--- src/rtl/b64d_pkg.sv ---
// shared types, status codes and character tables for the base64 stream decoder
// no dependencies; used by b64d_group, b64d_fifo and base64_stream_decoder_core

package b64d_pkg;

    localparam logic OP_CHAR = 1'b0;
    localparam logic OP_END  = 1'b1;

    localparam logic [2:0] ST_OK         = 3'd0;
    localparam logic [2:0] ST_BAD_CHAR   = 3'd1;
    localparam logic [2:0] ST_AFTER_PAD  = 3'd2;
    localparam logic [2:0] ST_MISPLACED  = 3'd3;
    localparam logic [2:0] ST_INCOMPLETE = 3'd4;

    localparam logic [7:0] CHAR_PAD = 8'h3d;

    localparam int FIFO_DEPTH_DEFAULT = 8;
    localparam int BURST_MAX          = 3;

    typedef struct packed {
        logic       last;
        logic [2:0] status_code;
        logic [7:0] data_byte;
        logic       is_status;
    } result_t;

    typedef struct packed {
        logic [1:0] count;
        result_t    e2;
        result_t    e1;
        result_t    e0;
    } burst_t;

    typedef struct packed {
        logic       ok;
        logic [5:0] value;
    } sextet_t;

    function automatic sextet_t sextet_lookup(input logic [7:0] c);
        sextet_t s;
        s.ok    = 1'b1;
        s.value = 6'd0;
        unique case (c) inside
            [8'h41:8'h5a]: s.value = 6'(c - 8'h41);
            [8'h61:8'h7a]: s.value = 6'(c - 8'h61 + 8'd26);
            [8'h30:8'h39]: s.value = 6'(c - 8'h30 + 8'd52);
            8'h2b:         s.value = 6'd62;
            8'h2f:         s.value = 6'd63;
            default:       s.ok    = 1'b0;
        endcase
        return s;
    endfunction

    function automatic logic is_blank(input logic [7:0] c);
        return (c == 8'h20) || (c == 8'h09) || (c == 8'h0d) || (c == 8'h0a);
    endfunction

endpackage

--- src/rtl/b64d_group.sv ---
// group assembly and error tracking: consumes one transaction, emits a burst of results
// depends on b64d_pkg

module b64d_group
(
    input  logic              clk,
    input  logic              rst_n,
    input  logic              fire,
    input  logic              operation,
    input  logic [7:0]        char_code,
    output b64d_pkg::burst_t  burst
);

    logic [5:0] vals_reg [4];
    logic [5:0] vals_next [4];
    logic [3:0] pads_reg, pads_next;
    logic [1:0] cnt_reg, cnt_next;
    logic       pad_seen_reg, pad_seen_next;
    logic [2:0] err_reg, err_next;

    b64d_pkg::sextet_t sx;
    logic              take;
    logic [5:0]        cur_v [4];
    logic [3:0]        cur_p;
    b64d_pkg::result_t r_none;

    always_comb
    begin
        sx = b64d_pkg::sextet_lookup(char_code);
        r_none = '0;
        burst = '0;
        burst.e0 = r_none;
        take = 1'b0;
        for (int i = 0; i < 4; i++)
        begin
            vals_next[i] = vals_reg[i];
            cur_v[i] = vals_reg[i];
        end
        pads_next = pads_reg;
        cnt_next = cnt_reg;
        pad_seen_next = pad_seen_reg;
        err_next = err_reg;
        cur_p = pads_reg;

        if (fire)
        begin
            if (operation == b64d_pkg::OP_END)
            begin
                burst.count = 2'd1;
                burst.e0.is_status = 1'b1;
                burst.e0.last = 1'b1;
                burst.e0.status_code = (err_reg == b64d_pkg::ST_OK && cnt_reg != 2'd0)
                                     ? b64d_pkg::ST_INCOMPLETE : err_reg;
                for (int i = 0; i < 4; i++)
                begin
                    vals_next[i] = 6'd0;
                end
                pads_next = 4'd0;
                cnt_next = 2'd0;
                pad_seen_next = 1'b0;
                err_next = b64d_pkg::ST_OK;
            end
            else if (err_reg != b64d_pkg::ST_OK || b64d_pkg::is_blank(char_code))
            begin
                take = 1'b0;
            end
            else if (char_code == b64d_pkg::CHAR_PAD)
            begin
                pad_seen_next = 1'b1;
                cur_v[cnt_reg] = 6'd0;
                cur_p[cnt_reg] = 1'b1;
                take = 1'b1;
            end
            else if (!sx.ok)
            begin
                err_next = b64d_pkg::ST_BAD_CHAR;
            end
            else if (pad_seen_reg)
            begin
                err_next = b64d_pkg::ST_AFTER_PAD;
            end
            else
            begin
                cur_v[cnt_reg] = sx.value;
                cur_p[cnt_reg] = 1'b0;
                take = 1'b1;
            end

            if (take)
            begin
                for (int i = 0; i < 4; i++)
                begin
                    vals_next[i] = cur_v[i];
                end
                pads_next = cur_p;
                cnt_next = cnt_reg + 2'd1;
                if (cnt_reg == 2'd3)
                begin
                    if (cur_p[0] || cur_p[1] || (cur_p[2] && !cur_p[3]))
                    begin
                        err_next = b64d_pkg::ST_MISPLACED;
                    end
                    else
                    begin
                        burst.e0.data_byte = {cur_v[0], cur_v[1][5:4]};
                        burst.e1.data_byte = {cur_v[1][3:0], cur_v[2][5:2]};
                        burst.e2.data_byte = {cur_v[2][1:0], cur_v[3]};
                        burst.count = 2'd1 + {1'b0, !cur_p[2]} + {1'b0, !cur_p[3]};
                    end
                end
            end
        end
    end

    always_ff @(posedge clk or negedge rst_n)
    begin
        if (!rst_n)
        begin
            for (int i = 0; i < 4; i++)
            begin
                vals_reg[i] <= 6'd0;
            end
            pads_reg <= 4'd0;
            cnt_reg <= 2'd0;
            pad_seen_reg <= 1'b0;
            err_reg <= b64d_pkg::ST_OK;
        end
        else
        begin
            for (int i = 0; i < 4; i++)
            begin
                vals_reg[i] <= vals_next[i];
            end
            pads_reg <= pads_next;
            cnt_reg <= cnt_next;
            pad_seen_reg <= pad_seen_next;
            err_reg <= err_next;
        end
    end

endmodule

--- src/rtl/b64d_fifo.sv ---
// result queue: takes a burst of up to three results per cycle, drains one per transaction
// depends on b64d_pkg

module b64d_fifo
#(
    parameter int DEPTH = b64d_pkg::FIFO_DEPTH_DEFAULT
)
(
    input  logic              clk,
    input  logic              rst_n,
    input  b64d_pkg::burst_t  burst,
    output logic              room,
    output logic              out_valid,
    input  logic              out_ready,
    output b64d_pkg::result_t out_result
);

    localparam int AW = $clog2(DEPTH);
    localparam int CW = $clog2(DEPTH + 1);

    b64d_pkg::result_t mem [DEPTH];
    b64d_pkg::result_t ent [b64d_pkg::BURST_MAX];

    logic [AW-1:0] wr_ptr_reg, rd_ptr_reg;
    logic [CW-1:0] cnt_reg;
    logic          pop;

    assign ent[0] = burst.e0;
    assign ent[1] = burst.e1;
    assign ent[2] = burst.e2;

    assign out_valid  = (cnt_reg != '0);
    assign pop        = out_valid && out_ready;
    assign out_result = mem[rd_ptr_reg];
    assign room       = (cnt_reg <= CW'(DEPTH - b64d_pkg::BURST_MAX));

    always_ff @(posedge clk)
    begin
        for (int i = 0; i < b64d_pkg::BURST_MAX; i++)
        begin
            if (i < int'(burst.count))
            begin
                mem[wr_ptr_reg + AW'(i)] <= ent[i];
            end
        end
    end

    always_ff @(posedge clk or negedge rst_n)
    begin
        if (!rst_n)
        begin
            wr_ptr_reg <= '0;
            rd_ptr_reg <= '0;
            cnt_reg <= '0;
        end
        else
        begin
            wr_ptr_reg <= wr_ptr_reg + AW'(burst.count);
            rd_ptr_reg <= rd_ptr_reg + AW'(pop);
            cnt_reg <= cnt_reg + CW'(burst.count) - CW'(pop);
        end
    end

endmodule

--- src/rtl/base64_stream_decoder_core.sv ---
// top level of the base64 stream decoder: input register, group decoder, result queue
// depends on b64d_pkg, b64d_group, b64d_fifo
//
// usage:
//   s_axis carries one text character per transaction (tdata) or, with tuser set,
//   an end-of-text marker. whitespace is skipped, each complete valid group of four
//   characters yields one to three data bytes on m_axis, and every end-of-text
//   transaction yields one status result with tlast set and tuser set.
//   data bytes stream out as soon as a group completes; when the closing status
//   is not ok the consumer drops the bytes of that text.
//   throughput: one character per cycle while the queue has room; each input
//   transaction is decoded combinationally between the input register and the
//   result queue, and the queue drains one result per cycle while the receiver
//   is ready, so four characters give at most three results.
//   when the receiver stalls the queue fills; s_axis_tready drops once the queue
//   cannot take a full burst of three results, and no result is lost.
//   reset empties the queue and the input register and clears the group state;
//   the block accepts input as soon as reset is released.
//   FIFO_DEPTH must be a power of two of at least 4.

module base64_stream_decoder_core
#(
    parameter int FIFO_DEPTH = b64d_pkg::FIFO_DEPTH_DEFAULT
)
(
    input  logic        clk,
    input  logic        rst_n,
    input  logic        s_axis_tvalid,
    output logic        s_axis_tready,
    input  logic [7:0]  s_axis_tdata,   // [7:0] char_code
    input  logic        s_axis_tuser,   // [0] operation
    output logic        m_axis_tvalid,
    input  logic        m_axis_tready,
    output logic [15:0] m_axis_tdata,   // [7:0] data_byte, [10:8] status_code, rest zero
    output logic        m_axis_tuser,   // [0] is_status
    output logic        m_axis_tlast
);

    logic       in_valid_reg;
    logic       in_op_reg;
    logic [7:0] in_char_reg;
    logic       room;
    logic       fire;

    b64d_pkg::burst_t  burst;
    b64d_pkg::result_t head;

    assign fire = in_valid_reg && room;
    assign s_axis_tready = !in_valid_reg || room;

    always_ff @(posedge clk or negedge rst_n)
    begin
        if (!rst_n)
        begin
            in_valid_reg <= 1'b0;
        end
        else if (s_axis_tready)
        begin
            in_valid_reg <= s_axis_tvalid;
        end
    end

    always_ff @(posedge clk)
    begin
        if (s_axis_tready && s_axis_tvalid)
        begin
            in_op_reg <= s_axis_tuser;
            in_char_reg <= s_axis_tdata;
        end
    end

    b64d_group u_group
    (
        .clk       (clk),
        .rst_n     (rst_n),
        .fire      (fire),
        .operation (in_op_reg),
        .char_code (in_char_reg),
        .burst     (burst)
    );

    b64d_fifo #(.DEPTH(FIFO_DEPTH)) u_fifo
    (
        .clk        (clk),
        .rst_n      (rst_n),
        .burst      (burst),
        .room       (room),
        .out_valid  (m_axis_tvalid),
        .out_ready  (m_axis_tready),
        .out_result (head)
    );

    assign m_axis_tdata = {5'd0, head.status_code, head.data_byte};
    assign m_axis_tuser = head.is_status;
    assign m_axis_tlast = head.last;

endmodule
--- config.mk ---
export PLATFORM = sky130hd
export DESIGN_NAME = base64_stream_decoder_core
export DESIGN_NICKNAME = d
export VERILOG_FILES = /design/src/rtl/b64d_pkg.sv /design/src/rtl/b64d_group.sv /design/src/rtl/b64d_fifo.sv /design/src/rtl/base64_stream_decoder_core.sv
export SDC_FILE = /design/constraint.sdc
export NUM_CORES = 1
export LEC_CHECK = 0
export ABC_AREA = 1
export BUFFER_PORTS_ARGS = -buffer_cell sky130_fd_sc_hd__buf_2
export CAP_MARGIN = 30
export CELL_PAD_IN_SITES_DETAIL_PLACEMENT = 0
export CELL_PAD_IN_SITES_GLOBAL_PLACEMENT = 2
export CORE_ASPECT_RATIO = 1.1
export CORE_MARGIN = 3
export CORE_UTILIZATION = 39
export CTS_CLUSTER_SIZE = 24
export DETAILED_ROUTE_END_ITERATION = 10
export PLACE_DENSITY_LB_ADDON = 0.2
export SLEW_MARGIN = 15
export SYNTH_ARGS = -nofsm -noshare
export SYNTH_HDL_FRONTEND = slang
export SYNTH_SLANG_ARGS = --single-unit
--- constraint.sdc ---
create_clock -name clk -period 13.8 [get_ports clk]
set_clock_uncertainty 0.15 [all_clocks]
set_input_delay 0 -clock clk [delete_from_list [all_inputs] [get_ports clk]]
set_output_delay 0 -clock clk [all_outputs]
set_load 0.05 [all_outputs]
==> results.md, run 1 <==
* Sum of overflow across all layers after global routing at 0
* Final Hold Fails at 0
* Buf/Inv on CP at 4
* Count of standard-cell rows at 62
* Worst-Skew Late Latency at 0.44 ns
* Final clock period utilization by the worst path at 42.39%
* Maximum ir drop on the vdd rail at 0.1466 mV
* Worst hold slack at 0.03927 ns
* Register Area at 3959 um^2
* Total clock sinks at 150
* Cell with the largest stage delay on the worst path: sky130_fd_sc_hd__nand4_1
* Seq pwr share at 27.9%
* Post-route minimum period at 5.850 ns
* CTS H-tree depth at 4
* Delay of the slowest cell on the worst path at 0.59 ns
* Most frequent cell after synthesis: sky130_fd_sc_hd__nor2_1
* Synth area leader: sky130_fd_sc_hd__edfxtp_1
* Average routed wire per standard cell at 20.94 um
* Via-to-Cell Ratio at 5.450
* Die area at 29180 um^2
* Final Total Pwr at 2.218 mW
* Internal power of the cells at 1.095 mW
* Number of failing setup endpoints in the final timing report at 0
* Antenna violations before repair at 0
* Post-route standard cell area excluding fillers at 11760 um^2
* Main flop type after synthesis: sky130_fd_sc_hd__edfxtp_1
* Count of fill cells added during filler insertion at 2771
* Status: finished clean
* Capturing element type of the critical path: flip-flop
* Number of buffers inserted during clock tree synthesis at 17
* Multi-input gate area at 5818 um^2
* Capture point of the critical path: u_fifo.mem[4][8]
* Starting density of the core at 40.05%
* Synthesized area at 10600 um^2
* RSZ-0062 raised after global routing: no
* Mean area per synthesized cell at 6.796 um^2
* Reg2Reg Launch Point: in_char_reg[2]
* Area share of the largest cell type after synthesis at 20.69%
* Total net switching power at 1.123 mW
* Worst Reg-to-Reg Cells at 22
* Gates resized, CTS repair at 0
* Critical path class: flip-flop to flip-flop
* Worst min-delay path class: input pin to asynchronous set/reset pin
* Chip Height at 178.9 um
* Number of buffers added on ports at 27
* Pin count of the biggest net entering global routing at 50
* Slew @ Worst Pin at 1.051 ns
* Number of antenna-violating nets in the routed design at 0
* I/O pin count at 33
* Final antenna diode count at 0
* Area added between synthesis and finish at 11.03%
* Horiz. Die Dim at 163.2 um
* Mapped Cells at 1559
* DRC marker count from the first detailed-route iteration at 1020
* Async set or reset register ratio after synthesis at 30.00%
* Worst reg2reg path endpoint: u_fifo.mem[4][8]
* Aggregate routed wire length at 40.54 mm
* Most frequent cell on the critical path: sky130_fd_sc_hd__nand2_1
* Ratio of cells with drive above 1 in the final layout at 9.407%
* Clock Tree Root: sky130_fd_sc_hd__clkbuf_16
* Cell family with most CP delay: simple AND/OR/NAND/NOR gates
* Relative contribution of combinational cells to total power at 49.6%
* Number of synthesized flops with an enable pin at 73
* CORE AREA at 26450 um^2
* R2r setup slk at 7.95 ns
* Distinct cell type count after synthesis at 53
* Setup Slack @ Placement at 8.039 ns
* Total of flip-flops plus latches after synthesis at 150
* Warnings from Yosys at 0
* Placement-stage cell area at 11000 um^2
* Synth top area cells: sky130_fd_sc_hd__edfxtp_1 (21%), sky130_fd_sc_hd__nor2_1 (15%), sky130_fd_sc_hd__nand2_1 (11%), sky130_fd_sc_hd__dfrtp_1 (11%), sky130_fd_sc_hd__dfxtp_1 (6.0%)
* Arrival time of data at the critical path endpoint at 5.80 ns
* Total Routing Usage GR at 27.94%
* Worst setup path start: in_char_reg[2]
* Overall via count from detail_route at 10550
* DP Wirelength at 29.39 mm
* Drt pass-1 iters at 5
* Seq/Total Area, Yosys at 37.36%
* Total negative setup slack at 0 ns
* Critical Path Source Type: flip-flop
* Setup ws final at 7.950 ns
* Residual DRC count at 0
* Number of stages on the worst setup path at 22
* First-pass GRT wire length at 60.85 mm
* CTS tree: built
* Clock-pin slew reported for the worst setup and hold paths after clock tree synthesis at 0.07 ns
* Power density normalized to cell area at 188.6 nW/um^2
* Longest Clk Path Bufs at 2
* Routability Congestion at 0.9002
* Via count of the first global-routing pass at 9643
* Highest clock frequency the design can meet at 0.1710 GHz
* Cell Chain, Critical Path: inv_1, ha_1, nand2_1, nand2_1, nand3_1, nand2_1, nand2_1, nand2_2, nand3_2, nand3_1, inv_1, nand2_1, a221oi_1, a21oi_1, ha_1, inv_1, nand4_1, nor2_4, nand4_1, nand2_1, inv_1, nand2_1
* Leakage at 5.394 nW
* Number of flip-flops in the largest register at 96
* Portion of total power attributed to the clock network at 22.5%
* Crit-path max FO at 17
* Fin. max-slew vios at 0
* Switching part of the total at 50.65%
* Ranking of synthesized cells by instance count: sky130_fd_sc_hd__nor2_1 (423), sky130_fd_sc_hd__nand2_1 (308), sky130_fd_sc_hd__inv_1 (114)
* Required time of the critical path at 13.75 ns
* Max-Cap Viols at 0
* Layout Nets at 1614
* Slew headroom at 29.96%
[cell usage in the layout (no fill, tap or decap), types with 8 or more instances in the layout]
cell	n
sky130_fd_sc_hd__a21oi_1	56
sky130_fd_sc_hd__a31oi_1	12
sky130_fd_sc_hd__buf_2	27
sky130_fd_sc_hd__buf_4	22
sky130_fd_sc_hd__clkbuf_16	17
sky130_fd_sc_hd__dfrtp_1	45
sky130_fd_sc_hd__dfxtp_1	32
sky130_fd_sc_hd__dlygate4sd3_1	12
sky130_fd_sc_hd__edfxtp_1	73
sky130_fd_sc_hd__ha_1	28
sky130_fd_sc_hd__inv_1	114
sky130_fd_sc_hd__inv_2	10
sky130_fd_sc_hd__nand2_1	308
sky130_fd_sc_hd__nand2_2	17
sky130_fd_sc_hd__nand3_1	104
sky130_fd_sc_hd__nand4_1	19
sky130_fd_sc_hd__nand4_2	8
sky130_fd_sc_hd__nor2_1	423
sky130_fd_sc_hd__nor2_2	11
sky130_fd_sc_hd__nor3_1	9
sky130_fd_sc_hd__o21ai_0	98
sky130_fd_sc_hd__o21ai_1	29
sky130_fd_sc_hd__o22ai_1	23
sky130_fd_sc_hd__o311ai_0	8
sky130_fd_sc_hd__xor2_1	8
[cell families (layout without fill, tap and decap cells)]
family                     after synthesis  in the layout  share of synthesized area [%]
and+or+nand+nor                        918            918                          37.03
AOI/OAI and AO/OA                      249            249                          13.19
buffers and inverters                  201            222                          7.865
DFF                                    150            150                          37.36
adders and majority gates               30             30                          3.685
xor gates and xnor gates                10             10                         0.8267
other                                    1              5                        0.03539
[power groups by stage]
stage	clock network, mW	registers (mW)	logic [mW]
3_3_place_gp	0	0.627	1.08
6_report	0.499	0.620	1.10
2_1_floorplan	0	0.599	0.781
4_1_cts	0.502	0.619	1.09
3_5_place_dp	0	0.628	1.08
5_1_grt	0.522	0.629	1.20
[metrics by stage]
stage	utilization, %	std cells
5_1_grt	44.47	1936
3_3_place_gp	41.44	1885
3_5_place_dp	41.57	1889
4_1_cts	44.33	1933
2_1_floorplan	-	1563
6_report	44.47	1936
[worst min-delay path, cell delays in order]
cell and delay [ns]:
sky130_fd_sc_hd__dlygate4sd3_1 0.51, sky130_fd_sc_hd__buf_2 0.09, sky130_fd_sc_hd__buf_4 0.50
[final cells by class]
cell class | instances | share of cell area (%)
multi-input combinational | 1212 | 49.46
sequential | 150 | 33.65
inverter | 126 | 4.042
timing repair buffer | 64 | 3.925
tap | 352 | 3.744
clock buffer | 17 | 3.616
clock inverter | 15 | 1.563
[worst min path at each step]
stage | start | end | slack, ns | cells after the start
after CTS | rst_n | u_fifo.cnt_reg[3] | 0.05 | 3
after global routing | rst_n | u_group.cnt_reg[1] | 0.09 | 3
after global placement | rst_n | u_group.cnt_reg[0] | -0.0008 | 2
final | rst_n | in_valid_reg | 0.04 | 3
after floorplan | rst_n | in_valid_reg | -0.45 | 0
after detailed placement | rst_n | u_fifo.cnt_reg[3] | -0.008 | 2
[repair_timing]
| action | in CTS | in global routing |
|---|---|---|
| hold endpoints to repair | 66 | 0 |
| hold buffers | 12 | 0 |
| setup buffers | 0 | 0 |
[metal layers]
layer | wire length (um) | share of wire, % | up-vias | GRT usage, %
met5 | 0 | 0 | - | 0
li1 | - | - | 5128 | -
met3 | 2343 | 5.8 | 74 | 3.882
met2 | 18830 | 46 | 427 | 45.50
met4 | 1491 | 3.7 | 0 | 10.43
met1 | 17870 | 44 | 4922 | 37.92
Power figures use the tool's default switching activity.
==> inputs of run 2 (changes only) <==
ABC_AREA = 0   (was 1)
CORE_UTILIZATION = 42   (was 39)
clock period = 5.65 ns   (was 13.8 ns; I/O delays follow)
==> run 2 against run 1 <==
Effect of this change: final cell count decreased by 40%; critical path depth decreased by 5; count of clock-buffer cells in the layout unchanged; global-route usage decreased by 2.5 points; core utilization increased by 4.7 points; synthesized cell count decreased by 46%; fmax increased by 13%.
==> results.md, run 2 <==
* Total net switching power at 1.893 mW
* Chip Height at 158.3 um
* Pin count of the biggest net entering global routing at 30
* Via count of the first global-routing pass at 7459
* Synth top area cells: sky130_fd_sc_hd__edfxtp_1 (25%), sky130_fd_sc_hd__dfrtp_1 (13%), sky130_fd_sc_hd__dfxtp_1 (7.2%), sky130_fd_sc_hd__mux4_2 (6.1%), sky130_fd_sc_hd__nand2_1 (4.5%)
* Overall via count from detail_route at 7559
* Distinct cell type count after synthesis at 78
* Final Total Pwr at 4.553 mW
* Worst reg2reg path endpoint: u_fifo.mem[7][6]
* Area added between synthesis and finish at 14.54%
* Ratio of cells with drive above 1 in the final layout at 16.61%
* I/O pin count at 33
* Main flop type after synthesis: sky130_fd_sc_hd__edfxtp_1
* Total clock sinks at 150
* Layout Nets at 939
* RSZ-0062 raised after global routing: no
* Required time of the critical path at 5.60 ns
* Mapped Cells at 845
* Total of flip-flops plus latches after synthesis at 150
* Longest Clk Path Bufs at 2
* R2r setup slk at 0.47 ns
* Drt pass-1 iters at 5
* Relative contribution of combinational cells to total power at 40.7%
* Number of synthesized flops with an enable pin at 73
* CTS H-tree depth at 4
* Final cell utilization of the core at 49.12%
* Worst hold path depth at 2
* Post-route minimum period at 5.176 ns
* DRC marker count from the first detailed-route iteration at 862
* Status: finished clean
* Number of cells in the finished layout apart from fillers at 1165
* Total Routing Usage GR at 25.45%
* Number of buffers inserted during clock tree synthesis at 17
* Buf/Inv on CP at 4
* Area share of the largest cell type after synthesis at 24.76%
* Internal power of the cells at 2.660 mW
* Horiz. Die Dim at 144.4 um
* Maximum ir drop on the vdd rail at 0.2337 mV
* Placed Cells incl. Taps at 1117
* Average routed wire per standard cell at 24.82 um
* Most frequent cell on the critical path: sky130_fd_sc_hd__inv_1
* Power density normalized to cell area at 449.0 nW/um^2
* Worst min-delay path class: input pin to flip-flop
* Total negative setup slack at 0 ns
* Clock Tree Root: sky130_fd_sc_hd__clkbuf_16
* Worst hold path endpoint: in_char_reg[5]
* Async set or reset register ratio after synthesis at 30.00%
* Number of flip-flops in the largest register at 96
* Cell family with most CP delay: compound AO/OA/AOI/OAI gates
* Slew @ Worst Pin at 1.056 ns
* Most frequent standard cell in the layout excluding fill and tap cells: sky130_fd_sc_hd__nand2_1
* Sum of overflow across all layers after global routing at 0
* Mean area per synthesized cell at 10.48 um^2
* Reg2Reg Launch Point: in_char_reg[2]
* Fin. max-slew vios at 0
* Routability Congestion at 0.8837
* Highest-count cells in the layout ignoring fill and taps: sky130_fd_sc_hd__nand2_1 (105), sky130_fd_sc_hd__edfxtp_1 (73), sky130_fd_sc_hd__nor2_1 (46)
* Crit-path max FO at 19
* Leakage at 3.975 nW
* Delay of the slowest cell on the worst path at 0.62 ns
* Final Hold Fails at 0
* First-pass GRT wire length at 44.10 mm
* Synthesized area at 8853 um^2
* Highest clock frequency the design can meet at 0.1932 GHz
* Worst-Skew Late Latency at 0.43 ns
* Critical Path Source Type: flip-flop
* Capturing element type of the critical path: flip-flop
* Seq/Total Area, Yosys at 44.71%
* Count of fill cells added during filler insertion at 1890
* Final antenna diode count at 0
* Post-route standard cell area excluding fillers at 10140 um^2
* Number of antenna-violating nets in the routed design at 0
* CORE AREA at 20640 um^2
* Via-to-Cell Ratio at 6.488
* Seq pwr share at 32.6%
* Clock-pin slew reported for the worst setup and hold paths after clock tree synthesis at 0.07 ns
* CTS tree: built
* Slew headroom at 28.92%
* Final clock period utilization by the worst path at 91.61%
* Synth area leader: sky130_fd_sc_hd__edfxtp_1
* Startpoint of the tightest hold check path: s_axis_tdata[5]
* Portion of total power attributed to the clock network at 26.7%
* Max-Cap Viols at 0
* Worst Reg-to-Reg Cells at 17
* Number of failing setup endpoints in the final timing report at 0
* DP Wirelength at 21.50 mm
* Residual DRC count at 0
* Cell Chain, Critical Path: inv_1, ha_1, and2_1, a22o_1, o2111ai_1, a21oi_1, nand2_1, a22oi_1, ha_1, inv_1, o41ai_1, a221o_1, nor3_1, buf_4, and3_1, nor3_1, inv_1
* Cell with the largest stage delay on the worst path: sky130_fd_sc_hd__nor3_1
* Most frequent cell after synthesis: sky130_fd_sc_hd__nand2_1
* # Post-CTS Setup Buffers at 0
* Ranking of synthesized cells by instance count: sky130_fd_sc_hd__nand2_1 (105), sky130_fd_sc_hd__edfxtp_1 (73), sky130_fd_sc_hd__nor2_1 (46)
* Warnings from Yosys at 0
* Arrival time of data at the critical path endpoint at 5.13 ns
* Number of buffers added on ports at 27
* Switching part of the total at 41.57%
* Placement-stage cell area at 9360 um^2
* Antenna violations before repair at 0
* Starting density of the core at 42.88%
* Aggregate routed wire length at 28.92 mm
* Die area at 22860 um^2
* Count of standard-cell rows at 55
* Critical path class: flip-flop to flip-flop
run 2: layout make-up:
class	instances	area (um^2)	area share, %
well taps	256	320.3	3.159
flip-flops and latches	150	3959	39.04
repair buffers	76	555.5	5.478
multi-input cells	621	4577	45.13
clock buffers	17	425.4	4.195
clock inverters	15	191.4	1.888
inverters	30	112.6	1.110
run 2: layer usage:
metal | up-vias | GRT usage, % | share of wire (%) | wire length, um
met5 | - | 0 | 0 | 0
met4 | 0 | 9.329 | 2.3 | 655
met3 | 56 | 2.944 | 4.9 | 1426
met2 | 328 | 44.27 | 51 | 14850
met1 | 3774 | 32.67 | 41 | 11980
li1 | 3401 | - | - | -
run 2: cells by family after synthesis:
family	synth area share, %
DFF	44.71
AOI/OAI and AO/OA	20.59
and+or+nand+nor	17.78
buffers and inverters	3.929
adders and majority gates	4.409
xor gates and xnor gates	0.7913
muxes	7.745
other	0.04236
run 2: worst max path at each step:
| stage | from | endpoint | depth (start not counted) |
|---|---|---|---|
| finish | in_char_reg[2] | u_fifo.mem[7][6] | 17 |
| global route | in_char_reg[3] | u_fifo.cnt_reg[2] | 19 |
| CTS | in_char_reg[0] | u_fifo.cnt_reg[2] | 20 |
| detailed placement | in_char_reg[0] | u_fifo.cnt_reg[2] | 20 |
| global placement | in_char_reg[0] | u_fifo.cnt_reg[2] | 20 |
| floorplan | in_char_reg[1] | u_fifo.cnt_reg[3] | 21 |
run 2: worst register-to-register path, delay by kind of cell, from the launching register on:
kind / cells / cell delay [ns]
AO/OA/AOI/OAI: 6 / 1.61
flip-flops: 1 / 0.50
adder cells (fa/ha/maj): 2 / 0.46
AND/OR/NAND/NOR: 5 / 1.19
buffers and inverters: 4 / 0.94
run 2: power groups by stage:
stage,clock network (mW),registers [mW],logic (mW)
5_1_grt,1.27,1.51,2.00
2_1_floorplan,0,1.42,1.37
3_5_place_dp,0,1.50,1.84
6_report,1.21,1.48,1.86
4_1_cts,1.23,1.48,1.85
3_3_place_gp,0,1.50,1.81
run 2: repair_timing:
| action | CTS | global route |
|---|---|---|
| hold buffers | 14 | 0 |
| endpoints found under the setup margin | 0 | 1 |
| endpoints found under the hold margin | 57 | 0 |
| gates resized for setup | 0 | 1 |
run 2: per-stage QoR:
stage | worst slack, ns | hold slack [ns]
floorplan | 0.7551 | -0.4456
global placement | 0.6165 | 0.02813
detailed placement | 0.4804 | -0.1151
CTS | 0.4411 | 0.1065
global route | 0.05457 | 0.1255
finish | 0.4738 | 0.1270
